<file path="src/hw/rtl/nfcd_pkg.sv">
// Package for the NOR flash command decoder: payload structs, command codes,
// sequence stage encoding and the bus data codes. No dependencies.
`default_nettype none

package nfcd_pkg;

  localparam int unsigned AddrW = 20;
  localparam int unsigned DataW = 16;
  localparam int unsigned CmdW  = 4;

  // Configuration register indexes
  typedef enum logic [1:0] {
    CfgFirstUnlock  = 2'd0,
    CfgSecondUnlock = 2'd1,
    CfgCompareMask  = 2'd2,
    CfgUnused       = 2'd3
  } cfg_idx_e;

  // Decoded commands
  typedef enum logic [CmdW-1:0] {
    CmdNone        = 4'd0,
    CmdReset       = 4'd1,
    CmdAutoselect  = 4'd2,
    CmdProgram     = 4'd3,
    CmdSectorErase = 4'd4,
    CmdChipErase   = 4'd5,
    CmdBufWord     = 4'd6,
    CmdBufCommit   = 4'd7,
    CmdAbort       = 4'd8
  } cmd_e;

  // Sequence stages, one-hot
  typedef enum logic [9:0] {
    StIdle        = 10'b00_0000_0001,
    StUnlock1     = 10'b00_0000_0010,
    StUnlock2     = 10'b00_0000_0100,
    StProgram     = 10'b00_0000_1000,
    StEraseUnlk0  = 10'b00_0001_0000,
    StEraseUnlk1  = 10'b00_0010_0000,
    StEraseCmd    = 10'b00_0100_0000,
    StBufCount    = 10'b00_1000_0000,
    StBufData     = 10'b01_0000_0000,
    StBufCommit   = 10'b10_0000_0000
  } stage_e;

  // Bus data codes
  localparam logic [DataW-1:0] DatUnlockA   = 16'h00AA;
  localparam logic [DataW-1:0] DatUnlockB   = 16'h0055;
  localparam logic [DataW-1:0] DatAutosel   = 16'h0090;
  localparam logic [DataW-1:0] DatEraseSet  = 16'h0080;
  localparam logic [DataW-1:0] DatChipErase = 16'h0010;
  localparam logic [DataW-1:0] DatSectErase = 16'h0030;
  localparam logic [DataW-1:0] DatProgram   = 16'h00A0;
  localparam logic [DataW-1:0] DatBufLoad   = 16'h0025;
  localparam logic [DataW-1:0] DatBufCommit = 16'h0029;
  localparam logic [DataW-1:0] DatReset     = 16'h00F0;

  // Register reset values
  localparam logic [AddrW-1:0] FirstUnlockRst  = 20'h05555;
  localparam logic [AddrW-1:0] SecondUnlockRst = 20'h02AAA;
  localparam logic [AddrW-1:0] CompareMaskRst  = 20'h07FFF;

  typedef struct packed {
    logic [AddrW-1:0] word_address;
    logic [DataW-1:0] write_data;
  } nfcd_in_t;

  typedef struct packed {
    logic [CmdW-1:0]  command;
    logic [AddrW-1:0] target_address;
    logic [DataW-1:0] target_data;
    logic             autoselect_active;
  } nfcd_out_t;

  typedef struct packed {
    logic [AddrW-1:0] first_unlock;
    logic [AddrW-1:0] second_unlock;
    logic [AddrW-1:0] compare_mask;
  } nfcd_cfg_t;

endpackage

`default_nettype wire

</file>
<file path="src/hw/rtl/nfcd_cfg_regs.sv">
// Configuration registers of the NOR flash command decoder.
// Depends on nfcd_pkg for the register indexes and the config struct.
`default_nettype none

module nfcd_cfg_regs
  import nfcd_pkg::*;
(
  input  wire logic             clk_i,
  input  wire logic             rst_ni,
  input  wire logic             wr_en_i,
  input  wire logic [1:0]       wr_index_i,
  input  wire logic [AddrW-1:0] wr_data_i,
  output nfcd_cfg_t             cfg_o
);

  nfcd_cfg_t cfg_q, cfg_d;

  always_comb begin
    cfg_d = cfg_q;
    if (wr_en_i) begin
      unique case (cfg_idx_e'(wr_index_i))
        CfgFirstUnlock:  cfg_d.first_unlock  = wr_data_i;
        CfgSecondUnlock: cfg_d.second_unlock = wr_data_i;
        CfgCompareMask:  cfg_d.compare_mask  = wr_data_i;
        default: ; // index past the list: ignored
      endcase
    end
  end

  always_ff @(posedge clk_i or negedge rst_ni) begin
    if (!rst_ni) begin
      cfg_q.first_unlock  <= FirstUnlockRst;
      cfg_q.second_unlock <= SecondUnlockRst;
      cfg_q.compare_mask  <= CompareMaskRst;
    end else begin
      cfg_q <= cfg_d;
    end
  end

  assign cfg_o = cfg_q;

endmodule

`default_nettype wire

</file>
<file path="src/hw/rtl/nfcd_seq_fsm.sv">
// Command sequence state machine: decodes one registered bus write per step
// and holds the sequence state. Depends on nfcd_pkg.
`default_nettype none

module nfcd_seq_fsm
  import nfcd_pkg::*;
#(
  parameter int unsigned BUFFER_MAX_WORDS = 32
) (
  input  wire logic      clk_i,
  input  wire logic      rst_ni,
  input  wire logic      step_i,
  input  wire nfcd_in_t  item_i,
  input  wire nfcd_cfg_t cfg_i,
  output nfcd_out_t      res_o
);

  localparam int unsigned CntW = (BUFFER_MAX_WORDS > 1) ? $clog2(BUFFER_MAX_WORDS) : 1;
  localparam logic [DataW-1:0] MaxCount = DataW'(BUFFER_MAX_WORDS - 1);

  stage_e           stage_q, stage_d;
  logic             ident_q, ident_d;
  logic [CntW-1:0]  left_q, left_d;
  logic [AddrW-1:0] base_q, base_d;

  logic             at_first, at_second, data_cycle;
  logic [AddrW-1:0] addr;
  logic [DataW-1:0] data;
  cmd_e             cmd;
  logic [AddrW-1:0] taddr;
  logic [DataW-1:0] tdata;

  assign addr       = item_i.word_address;
  assign data       = item_i.write_data;
  assign at_first   = ((addr ^ cfg_i.first_unlock) & cfg_i.compare_mask) == '0;
  assign at_second  = ((addr ^ cfg_i.second_unlock) & cfg_i.compare_mask) == '0;
  assign data_cycle = (stage_q == StProgram) || (stage_q == StBufData);

  always_comb begin
    stage_d = stage_q;
    ident_d = ident_q;
    left_d  = left_q;
    base_d  = base_q;
    cmd     = CmdNone;
    taddr   = '0;
    tdata   = '0;

    if (!data_cycle && data == DatReset) begin
      cmd     = CmdReset;
      ident_d = 1'b0;
      stage_d = StIdle;
    end else begin
      unique case (stage_q)
        StIdle: begin
          if (data == DatUnlockA && at_first) stage_d = StUnlock1;
        end
        StUnlock1: begin
          if (data == DatUnlockB && at_second) stage_d = StUnlock2;
          else cmd = CmdAbort;
        end
        StUnlock2: begin
          if (data == DatAutosel && at_first) begin
            cmd     = CmdAutoselect;
            ident_d = 1'b1;
            stage_d = StIdle;
          end else if (data == DatProgram && at_first) begin
            stage_d = StProgram;
          end else if (data == DatEraseSet && at_first) begin
            stage_d = StEraseUnlk0;
          end else if (data == DatBufLoad) begin
            // buffer cycles are not checked against the unlock addresses
            base_d  = addr;
            stage_d = StBufCount;
          end else begin
            cmd = CmdAbort;
          end
        end
        StProgram: begin
          cmd     = CmdProgram;
          taddr   = addr;
          tdata   = data;
          stage_d = StIdle;
        end
        StEraseUnlk0: begin
          if (data == DatUnlockA && at_first) stage_d = StEraseUnlk1;
          else cmd = CmdAbort;
        end
        StEraseUnlk1: begin
          if (data == DatUnlockB && at_second) stage_d = StEraseCmd;
          else cmd = CmdAbort;
        end
        StEraseCmd: begin
          if (data == DatChipErase && at_first) begin
            cmd     = CmdChipErase;
            stage_d = StIdle;
          end else if (data == DatSectErase) begin
            cmd     = CmdSectorErase;
            taddr   = addr;
            stage_d = StIdle;
          end else begin
            cmd = CmdAbort;
          end
        end
        StBufCount: begin
          if (data > MaxCount) begin
            cmd = CmdAbort;
          end else begin
            left_d  = data[CntW-1:0];
            stage_d = StBufData;
          end
        end
        StBufData: begin
          cmd   = CmdBufWord;
          taddr = addr;
          tdata = data;
          if (left_q == '0) stage_d = StBufCommit;
          else left_d = CntW'(left_q - 1'b1);
        end
        StBufCommit: begin
          if (data == DatBufCommit) begin
            cmd     = CmdBufCommit;
            taddr   = base_q;
            stage_d = StIdle;
          end else begin
            cmd = CmdAbort;
          end
        end
        default: stage_d = StIdle;
      endcase
      if (cmd == CmdAbort) stage_d = StIdle;
    end
    if (stage_d == StIdle) left_d = '0;
  end

  always_ff @(posedge clk_i or negedge rst_ni) begin
    if (!rst_ni) begin
      stage_q <= StIdle;
      ident_q <= 1'b0;
      left_q  <= '0;
      base_q  <= '0;
    end else if (step_i) begin
      stage_q <= stage_d;
      ident_q <= ident_d;
      left_q  <= left_d;
      base_q  <= base_d;
    end
  end

  assign res_o.command           = cmd;
  assign res_o.target_address    = taddr;
  assign res_o.target_data       = tdata;
  assign res_o.autoselect_active = ident_d;

endmodule

`default_nettype wire

</file>
<file path="src/hw/rtl/nor_flash_command_decoder.sv">
// NOR flash command decoder, top level: input register, sequence decoder and
// result register. Uses nfcd_pkg, nfcd_cfg_regs and nfcd_seq_fsm.
//
// Usage:
//  - in channel: one bus write word (word address, 16-bit data) per handshake.
//  - out channel: exactly one result word per bus write, in order: decoded
//    command, its address/data operands and the identifier mode flag.
//  - cfg channel: writes the unlock addresses and the compare mask; always
//    ready, write only while the decoder is idle.
// Path: an accepted write is held in the input register, then moves into the
// result register, from which the receiver takes it.
// Throughput: one write per cycle while out_ready_i is high; the decode is a
// single pass of logic between the two registers, and the sequence state
// advances as the word moves into the result register.
// Stall: while out_ready_i is low a full result register holds; the input
// register takes one more word if it is empty, then in_ready_o drops.
// Reset: config, sequence and valid flag registers return to reset values,
// the sequence goes idle, identifier mode clears, both pipeline registers empty.
`default_nettype none

module nor_flash_command_decoder
  import nfcd_pkg::*;
#(
  parameter int unsigned BUFFER_MAX_WORDS = 32
) (
  input  wire logic             clk_i,
  input  wire logic             rst_ni,
  input  wire logic             in_valid_i,
  output      logic             in_ready_o,
  input  wire nfcd_in_t         in_word_i,
  output      logic             out_valid_o,
  input  wire logic             out_ready_i,
  output nfcd_out_t             out_word_o,
  input  wire logic             cfg_valid_i,
  output      logic             cfg_ready_o,
  input  wire logic [1:0]       cfg_index_i,
  input  wire logic [AddrW-1:0] cfg_data_i
);

  nfcd_cfg_t cfg;
  nfcd_in_t  in_q;
  logic      in_valid_q;
  nfcd_out_t res, out_q;
  logic      out_valid_q;
  logic      out_free, advance;

  assign cfg_ready_o = 1'b1;

  nfcd_cfg_regs u_cfg (
    .clk_i,
    .rst_ni,
    .wr_en_i    (cfg_valid_i),
    .wr_index_i (cfg_index_i),
    .wr_data_i  (cfg_data_i),
    .cfg_o      (cfg)
  );

  assign out_free   = !out_valid_q || out_ready_i;
  assign advance    = in_valid_q && out_free;
  assign in_ready_o = !in_valid_q || advance;

  always_ff @(posedge clk_i or negedge rst_ni) begin
    if (!rst_ni) begin
      in_valid_q <= 1'b0;
    end else if (in_ready_o) begin
      in_valid_q <= in_valid_i;
    end
  end

  always_ff @(posedge clk_i) begin
    if (in_ready_o && in_valid_i) in_q <= in_word_i;
  end

  nfcd_seq_fsm #(
    .BUFFER_MAX_WORDS (BUFFER_MAX_WORDS)
  ) u_fsm (
    .clk_i,
    .rst_ni,
    .step_i (advance),
    .item_i (in_q),
    .cfg_i  (cfg),
    .res_o  (res)
  );

  always_ff @(posedge clk_i or negedge rst_ni) begin
    if (!rst_ni) begin
      out_valid_q <= 1'b0;
    end else if (out_free) begin
      out_valid_q <= in_valid_q;
    end
  end

  always_ff @(posedge clk_i) begin
    if (advance) out_q <= res;
  end

  assign out_valid_o = out_valid_q;
  assign out_word_o  = out_q;

endmodule

`default_nettype wire
</file>
<file path="config.mk">
export PLATFORM = sky130hd
export DESIGN_NAME = nor_flash_command_decoder
export DESIGN_NICKNAME = d
export VERILOG_FILES = /design/src/hw/rtl/nfcd_pkg.sv /design/src/hw/rtl/nfcd_cfg_regs.sv /design/src/hw/rtl/nfcd_seq_fsm.sv /design/src/hw/rtl/nor_flash_command_decoder.sv
export SDC_FILE = /design/constraint.sdc
export NUM_CORES = 1
export LEC_CHECK = 0
export BUFFER_PORTS_ARGS = -buffer_cell sky130_fd_sc_hd__buf_2
export CORE_AREA = 2 2 160 130
export CTS_CLUSTER_DIAMETER = 50
export DETAILED_ROUTE_END_ITERATION = 16
export DIE_AREA = 0 0 162 132
export PLACE_DENSITY = 0.59
export SKIP_CTS_REPAIR_TIMING = 1
export SLEW_MARGIN = 20
export SYNTH_ARGS = -nofsm -noshare
export SYNTH_HDL_FRONTEND = slang
export SYNTH_HIERARCHICAL = 1
export SYNTH_SLANG_ARGS = --single-unit
</file>
<file path="constraint.sdc">
create_clock -name clk_i -period 2.4 [get_ports clk_i]
set_input_delay 0.36 -clock clk_i [delete_from_list [all_inputs] [get_ports clk_i]]
set_output_delay 0.36 -clock clk_i [all_outputs]
set_load 0.01 [all_outputs]
</file>
==> run summary <==
Lkg Pwr - 4.17 nW
Non-Filler Instances - 1,021
Worst slew pin tran - 0.585 ns
Met3 WL - 871 microns
Top FF cell, synth - edfxtp_1
Arrival time at the worst endpoint - 2.97 ns
Row count - 46
TritonRoute pass-1 iters - 5
CTS H-tree lvls - 4
Power, Total - 7.28 mW
Worst EP required - 2.75 ns
Number of synthesized flops with an enable pin - 77
Clock slew at reported path FFs - 0.07 ns
Layout area overhead - 28.1%
Switching share of power - 0.260
Via count - 5,279
Crit end category - flip-flop
PD cells - 729 nW/um^2
Met1 wire length - 9390 microns
CP startpoint kind - flip-flop
Cell Int Power - 5.39 mW
CTS tree - done
Vias in the first global route - 5,399
Die width - 162 microns
Failing checks - negative hold slack, negative setup slack
Setup CP Type - reg -> reg
Layout cells sized above 1 - 0.498
Syn. warnings - 6
Number of diodes - 0
Post-Synth Simple-Gate Area - 0.102
Share of the synthesized area in the top cell type - 0.297
Sequential Power Share - 0.509
Final core occ - 0.507
Gr usage total - 0.185
Maximum VDD drop - 0.406 mV
# IOs - 107
Die area - 21,400 sq um
CTS buffer count - 17
Root buffer cell - clkbuf_16
Post-Route WL - 19,600 microns
Compound-Gate Fraction of Synth Area - 0.0843
Uppermost routed layer - met4
RSZ-0062 raised after global routing - yes
Number of fill cells - 1,746
Hold Fails Final Rpt - 7
Placer Congestion - 0.836
Synth area leader - edfxtp_1
Final Critical Period - 2.62 ns
Clk pwr share - 0.355
Largest net degree at the start of global routing - 99
Combinational Power Share - 0.136
Initial Utilization - 0.396
Crit-path max FO - 4
Nets - 808
Final non-filler cell area - 9980 sq um
Slew Limit Fails - 0
Max Freq - 382 MHz
Clock Sinks - 175
Worst hold slack - -0.0238 ns
Area contributors post-synth - edfxtp_1, dfrtp_1, mux2_2, dfstp_2, xor2_1
Vias per cell - 5.17
Fin Setup TNS - -1.71 ns
Dpl cell area - 9120 sq um
1st-iter DRT viols - 373
Switching Power - 1.90 mW
Cell count after placement - 976
Grt ovf - 0
Worst-case clock buffer depth - 2
Clk_skew - 0.0101 ns
Final period util - 1.09
Final WS setup - -0.220 ns
Port Buffers - 105
DP HPWL - 13,100 microns
WL/cell - 19.2 microns
Ys async rst share - 0.560
Average cell area after synthesis - 13.8 sq um
Final count of negative-setup-slack endpoints - 26
Largest family of logic cells by synthesized area - multiplexers
Commonest non-fill, non-tap cell in the layout - buf_2
Mapped Cells - 566
Syn nets - 630
Synth unique cells - 64
Slew HR - 0.610
Commonest non-fill, non-tap cells in the layout - buf_2, mux2_2, edfxtp_1, buf_4, dfrtp_1
Status - finished with violations
Post-DRT Antenna Nets - 0
XOR/XNOR Fraction of Synth Area - 0.0517
Dpl ws - -0.305 ns
Flops & latches, synth - 175
Synthesized cell area - 7790 sq um
Max Cap Violations - 0
Drc violations - 0
Sequential area share after synthesis - 0.616
Initial antenna violation count - 0
Core footprint - 19,700 sq um
Adder-cell share of the synthesized area - 0.00161
Die Y - 132 microns
Skew-Pair Late Insertion Delay - 0.43 ns
Worst hold path class - in -> async
Global-route wire length before repair - 30,300 microns
WL met2 - 9160 microns
Mux cell area share after synthesis - 0.119
[flip-flops by register name, indices dropped and copies added, names as in the netlist]
name	count
u_cfg/cfg_o	60
out_word_o	41
in_q	36
u_fsm/base_q	20
u_fsm/stage_q	10
u_fsm/left_q	5
in_valid_q	1
out_valid_o	1
u_fsm/ident_q	1
[metal layers]
| metal | track usage | vias up |
|---|---|---|
| li1 | - | 2448 |
| met2 | 0.286 | 134 |
| met3 | 0.0355 | 12 |
| met5 | 0 | - |
| met1 | 0.269 | 2685 |
| met4 | 0.0472 | 0 |
[cell families after synthesis]
kind of cell	after synthesis
buffers and inverters	41
AOI/OAI and AO/OA	90
xor gates and xnor gates	46
adders and majority gates	1
other	1
DFF	175
muxes	82
and+or+nand+nor	130
[power groups by stage]
stage / clock network [mW] / logic (mW) / registers (mW)
final: 2.58 / 0.991 / 3.71
after global placement: 0 / 0.946 / 3.74
after CTS: 2.65 / 0.968 / 3.70
after detailed placement: 0 / 0.960 / 3.76
after global routing: 2.77 / 1.08 / 3.75
after floorplan: 0 / 0.520 / 3.73
[final timing paths]
kind	slack, ns	cells after the start	start	to
setup / recovery	-0.22	9	in_q[12]$_DFFE_PP_	u_fsm/stage_q[0]$_DFFE_PN1P_
hold / removal	-0.02	2	rst_ni	out_valid_o$_DFFE_PN0P_
setup reg to reg	-0.22	9	in_q[12]$_DFFE_PP_	u_fsm/stage_q[0]$_DFFE_PN1P_
hold reg to reg	0.51	1	u_fsm/base_q[11]$_DFFE_PN0P_	u_fsm/base_q[11]$_DFFE_PN0P_
max in group asynchronous	1.98	2	rst_ni	u_cfg/cfg_o[11]$_DFFE_PN1P_
min in group clk_i	0.10	1	in_word_i[0]	in_q[0]$_DFFE_PP_
[layout make-up]
type,instances,area (sq um),share of cell area
Timing Repair Buffer,185,1210,0.121
Tap cell,264,330,0.0331
Inverter,15,56.3,0.00564
Clock buffer,22,464,0.0465
Multi-Input combinational cell,350,3050,0.305
Sequential cell,175,4800,0.481
Clock inverter,10,77.6,0.00777
[cells in the mapped netlist (2+ instances only)]
library cell   n
nor4_1         4
nand2b_1       5
or3_1          2
and3_1         2
xor2_1        43
o31ai_1        5
nor3_2         2
mux2_2        80
nor3_1         9
a211oi_1       3
a222oi_1       2
a31oi_1        2
dfstp_2       31
o21ai_0       11
nand4_1        7
a22oi_1       16
o22ai_1        4
edfxtp_1      77
nor4b_1        3
nor2_1        25
nor2b_1        3
or4_4          3
clkbuf_1      16
inv_1         15
nand3b_1       3
nand3_1       12
nand2_1       17
and2_1        13
a21oi_1       15
buf_4          5
buf_2          4
xnor2_1        3
dfrtp_1       67
a22o_1        20
a32o_1         2
and2_2         6
nor3b_1        2
[worst max-delay path: stages, from the launching register on]
cell and delay (ns):
edfxtp_1 0.38, or4_4 0.60, nor2_4 0.17, nand3_4 0.11, nor4_4 0.27, a311oi_2 0.17
a2111oi_4 0.28, buf_4 0.19, nand3_4 0.10, mux2_4 0.27
Note: power is estimated with default switching activity, not from simulation.
